[config.mk]
export PLATFORM = sky130hd
export DESIGN_NAME = vmu_isqrt
export DESIGN_NICKNAME = d
export VERILOG_FILES = /design/src/rtl/vmu_isqrt.sv
export SDC_FILE = /design/constraint.sdc
export NUM_CORES = 2
export LEC_CHECK = 0
export BUFFER_PORTS_ARGS = -buffer_cell sky130_fd_sc_hd__buf_4
export CELL_PAD_IN_SITES_DETAIL_PLACEMENT = 0
export CELL_PAD_IN_SITES_GLOBAL_PLACEMENT = 1
export CORE_UTILIZATION = 53
export CTS_CLUSTER_DIAMETER = 200
export DETAILED_ROUTE_END_ITERATION = 10
export PLACE_DENSITY_LB_ADDON = 0.1
export SLEW_MARGIN = 5
export SYNTH_ARGS = -nofsm -noshare
export SYNTH_HDL_FRONTEND = slang
export SYNTH_SLANG_ARGS = --single-unit
export TNS_END_PERCENT = 10
[constraint.sdc]
create_clock -name clk -period 10.15 [get_ports clk]
set_clock_uncertainty 0.1 [all_clocks]
set_input_delay 1.5225 -clock clk [delete_from_list [all_inputs] [get_ports clk]]
set_output_delay 1.5225 -clock clk [all_outputs]
set_load 0.01 [all_outputs]
[src/rtl/vmu_isqrt.sv]
// Pipelined restoring integer square root, one result bit per register stage.
module vmu_isqrt #(
  parameter int ROOT_W = 25
) (
  input  logic                  clk,
  input  logic                  rst_n,
  input  logic                  in_valid,
  output logic                  in_ready,
  input  logic [2*ROOT_W-1:0]   in_radicand,
  output logic                  out_valid,
  input  logic                  out_ready,
  output logic [ROOT_W-1:0]     out_root
);

  localparam int RAD_W = 2 * ROOT_W;
  localparam int REM_W = ROOT_W + 2;

  // Per-stage registers; index k holds the state after k+1 steps
  logic              vld_r  [ROOT_W];
  logic [REM_W-1:0]  rem_r  [ROOT_W];
  logic [ROOT_W-1:0] root_r [ROOT_W];
  logic [RAD_W-1:0]  rad_r  [ROOT_W];
  logic              rdy    [ROOT_W+1];

  assign rdy[ROOT_W] = out_ready;
  assign in_ready    = rdy[0];
  assign out_valid   = vld_r[ROOT_W-1];
  assign out_root    = root_r[ROOT_W-1];

  for (genvar k = 0; k < ROOT_W; k++) begin : g_step
    logic              vld_in;
    logic [REM_W-1:0]  rem_in;
    logic [ROOT_W-1:0] root_in;
    logic [RAD_W-1:0]  rad_in;
    logic [REM_W-1:0]  rem_sh;
    logic [REM_W-1:0]  trial;
    logic              take;

    if (k == 0) begin : g_first
      assign vld_in  = in_valid;
      assign rem_in  = '0;
      assign root_in = '0;
      assign rad_in  = in_radicand;
    end else begin : g_next
      assign vld_in  = vld_r[k-1];
      assign rem_in  = rem_r[k-1];
      assign root_in = root_r[k-1];
      assign rad_in  = rad_r[k-1];
    end

    // Stage loads when empty or when its content moves on
    assign rdy[k] = !vld_r[k] || rdy[k+1];

    // Bring down the next two radicand bits and try root*4+1
    assign rem_sh = {rem_in[REM_W-3:0], rad_in[RAD_W-1 -: 2]};
    assign trial  = {root_in, 2'b01};
    assign take   = (rem_sh >= trial);

    always_ff @(posedge clk) begin
      if (!rst_n) begin
        vld_r[k] <= 1'b0;
      end else if (rdy[k]) begin
        vld_r[k] <= vld_in;
      end
    end

    always_ff @(posedge clk) begin
      if (rdy[k]) begin
        rem_r[k]  <= take ? (rem_sh - trial) : rem_sh;
        root_r[k] <= {root_in[ROOT_W-2:0], take};
        rad_r[k]  <= {rad_in[RAD_W-3:0], 2'b00};
      end
    end
  end

endmodule

==> metrics <==
Final Setup Violations=0; Final ANT Viol Nets=0; initial antenna violation count=3; actual slew at the worst max-slew pin=1.193 ns; Pre-antenna DRT Iters=5; initial core utilization=53.50%; CP arrival=4.87 ns; drt wl/cell=roughly 18 um; Pwr per Cell Area=222.8 nW/um2; Setup Fix Bufs, Post-CTS=0; Avg Cell Area, Syn=12.99 um2; status=complete, no violations; Yosys cell types=90; vias in the first global route=between 40k and 50k; f_max=154.0 MHz; Post-Syn Area=70430 um2; fin crit share=63.98%; most frequent cell after synthesis=edfxtp_1; Slew headroom=18.38%; post-synthesis register bit count=1517; largest net degree at the start of global routing=between 70 and 80; register share of total power=roughly 51%; die area=~130000 um2; Reg-to-Reg Start=vld_r[1][8]; CTS tree=yes; Vias=between 40k and 50k; fraction of layout cells with a size suffix above 1=8.425%; Hold Crit Class=reg -> reg; sequential element share of the synthesized area=64.67%; Crit Path Class=in -> out; Tmin final=6.494 ns; most frequent cells after synthesis=edfxtp_1, inv_1, nand2_1; Required @ worst endpoint=8.53 ns; top_reg_cell synth=edfxtp_1; max cap viols=0; Synth Warn #=0; Layout area overhead=11.45%; sw power=4.706 mW; Clock Tree Root=clkbuf_16; global route total overflow=0; num rows=~130; reg2reg path depth=10; Comb power frac=16.5%; clock power share=32.9%; TNS Setup=0 ns; HPWL Detailed=99360 um; clk slew on worst S/H paths=0.06 ns; synth top area cells=edfxtp_1, ha_1, xnor2_1; Critical Path End Type=output port; DR DRC count=0; Synth Instances=between 5k and 6k; Total Wirelength=approximately 140000 um; hold path start=rad_r[15][42]; post-synth net total=5826; Pint=12.78 mW; CTS Sinks=1517; Worst IR Drop VDD=roughly 0.00018 V; number of synthesized flops with an enable pin=1516; hold endpoint=rad_r[16][44]; fillers=10.41k; GRT Util Overall=20.30%; number of buffers created by CTS=158; die height=366.5 um; CTS H-tree depth=4; # IOs=slightly above 80; reg-to-reg endpoint=vld_r[0][2]; Final Hold Fails=0; dpl cell area=73270 um2; CTS resizes=0; Max Slew Vio Count=0; sw frac=between 20% and 30%; area leader, netlist=edfxtp_1; Placeable Area=between 100000 and 150000 um2; Static Leak=roughly 32 nW; GPL Wtd Cong=0.8716; R2R setup slack=5.41 ns; initial DRC count=3076; Design Area, Final=between 70000 and 80000 um2; die width=approximately 370 um; first-pass GRT wire length=217000 um; Clock Latency Late Sink=0.76 ns; Vias/cell=~5.5; setup repair after global routing missed its margin=false; clk buf depth=3; cts hold-fix bufs=0; nets=6009; ys async rst share=0%; crit path max fanout=7; Worst Hold Depth=0; Yosys top cell area share=64.64%; PortBufs=80; Startpoint Class=input port
sequential cells by signal, summed over array words and instances, names as in the netlist:
register  flops
root_r      325
rad_r       600
vld_r        25
rem_r       567
worst max-delay path: stages:
cell     delay [ns]
buf_4          0.11
and3b_1        0.37
and3_1         0.32
inv_2          0.06
nor3_1         0.50
and3_1         0.36
and2_1         0.38
inv_2          0.07
nor2_1         0.69
nand3_4        0.25
buf_4          0.22
cells by family after synthesis:
family                     Yosys count  share of synthesized area, %
AOI/OAI and AO/OA                 1053                         9.432
xor gates and xnor gates           422                         5.248
adders and majority gates          351                         6.236
buffers and inverters              576                         3.118
DFF                               1517                         64.67
muxes                               66                         1.030
other                                1                      0.005325
and+or+nand+nor                   1435                         10.26
layer usage:
| metal | global-route usage (%) | vias up | wire length (um) |
|---|---|---|---|
| li1 | - | 20510 | - |
| met1 | 27.98 | 19880 | 61860 |
| met2 | 32.98 | 833 | 64290 |
| met3 | 3.320 | 235 | 6222 |
| met4 | 6.477 | 0 | 3840 |
| met5 | 0 | - | 0 |
how the worst max path moves through the flow:
stage | from | endpoint | slack [ns] | cells after the start
6_report | out_ready | in_ready | 3.66 | 11
4_1_cts | out_ready | in_ready | 3.61 | 11
3_3_place_gp | out_ready | in_ready | 3.60 | 11
2_1_floorplan | out_ready | in_ready | 1.51 | 10
3_5_place_dp | out_ready | in_ready | 3.63 | 11
5_1_grt | out_ready | in_ready | 3.42 | 11
per-stage QoR:
step                      cells  power (mW)  util (%)  setup WS [ns]  hold WS, ns
after global routing       7489       18.34     59.63          3.419       0.3148
after global placement     7199       11.83     55.66          3.600       0.3005
after detailed placement   7199       11.87     55.66          3.633       0.3045
after floorplan            5421       10.91         -          1.514       0.3003
final                      7489       17.49     59.63          3.656       0.3066
after CTS                  7488       17.67     59.63          3.611       0.3108
placed cells by master, fill, tap and decap left out, types with 11 or more instances in the layout:
master     instances
a211oi_1          37
a21boi_0          19
a21o_1           101
a21oi_1          267
a31o_2            11
a31oi_1           24
and2_1            24
and3_1            61
buf_4            116
bufinv_16         17
clkbuf_1          27
clkbuf_16        160
clkinv_1          36
clkinv_2          24
edfxtp_1        1516
ha_1             351
inv_1            473
mux2_2            52
mux2i_1           14
nand2_1          362
nand2b_1          60
nand3_1          110
nand3b_1          14
nand4_1           68
nor2_1           282
nor2b_1           41
nor3_1           147
nor3b_1           12
nor4_1            64
nor4b_1           11
o211ai_1          21
o21a_1            79
o21ai_0          298
o21bai_1          24
o31ai_1           54
or2_2             27
or3_1             67
or4_1             36
xnor2_1          219
xor2_1           203
power by group through the flow:
| stage | clock network (mW) | registers [mW] | logic, mW |
|---|---|---|---|
| CTS | 5.91 | 8.87 | 2.90 |
| finish | 5.76 | 8.85 | 2.89 |
| global placement | 0 | 8.98 | 2.85 |
| floorplan | 0 | 8.68 | 2.23 |
| global route | 6.14 | 8.97 | 3.23 |
| detailed placement | 0 | 8.99 | 2.88 |
layout make-up:
| class | instances | area [um2] | area share, % |
|---|---|---|---|
| Clock buffer | 187 | 4105 | 5.230 |
| Antenna cell | 1 | 2.502 | 0.003188 |
| Clock inverter | 102 | 1115 | 1.420 |
| Multi-Input combinational cell | 3328 | 22850 | 29.11 |
| Sequential cell | 1517 | 45540 | 58.02 |
| Timing Repair Buffer | 116 | 870.8 | 1.109 |
| Inverter | 483 | 1813 | 2.310 |
| Tap cell | 1755 | 2196 | 2.798 |
Note: power is estimated with default switching activity, not from simulation.
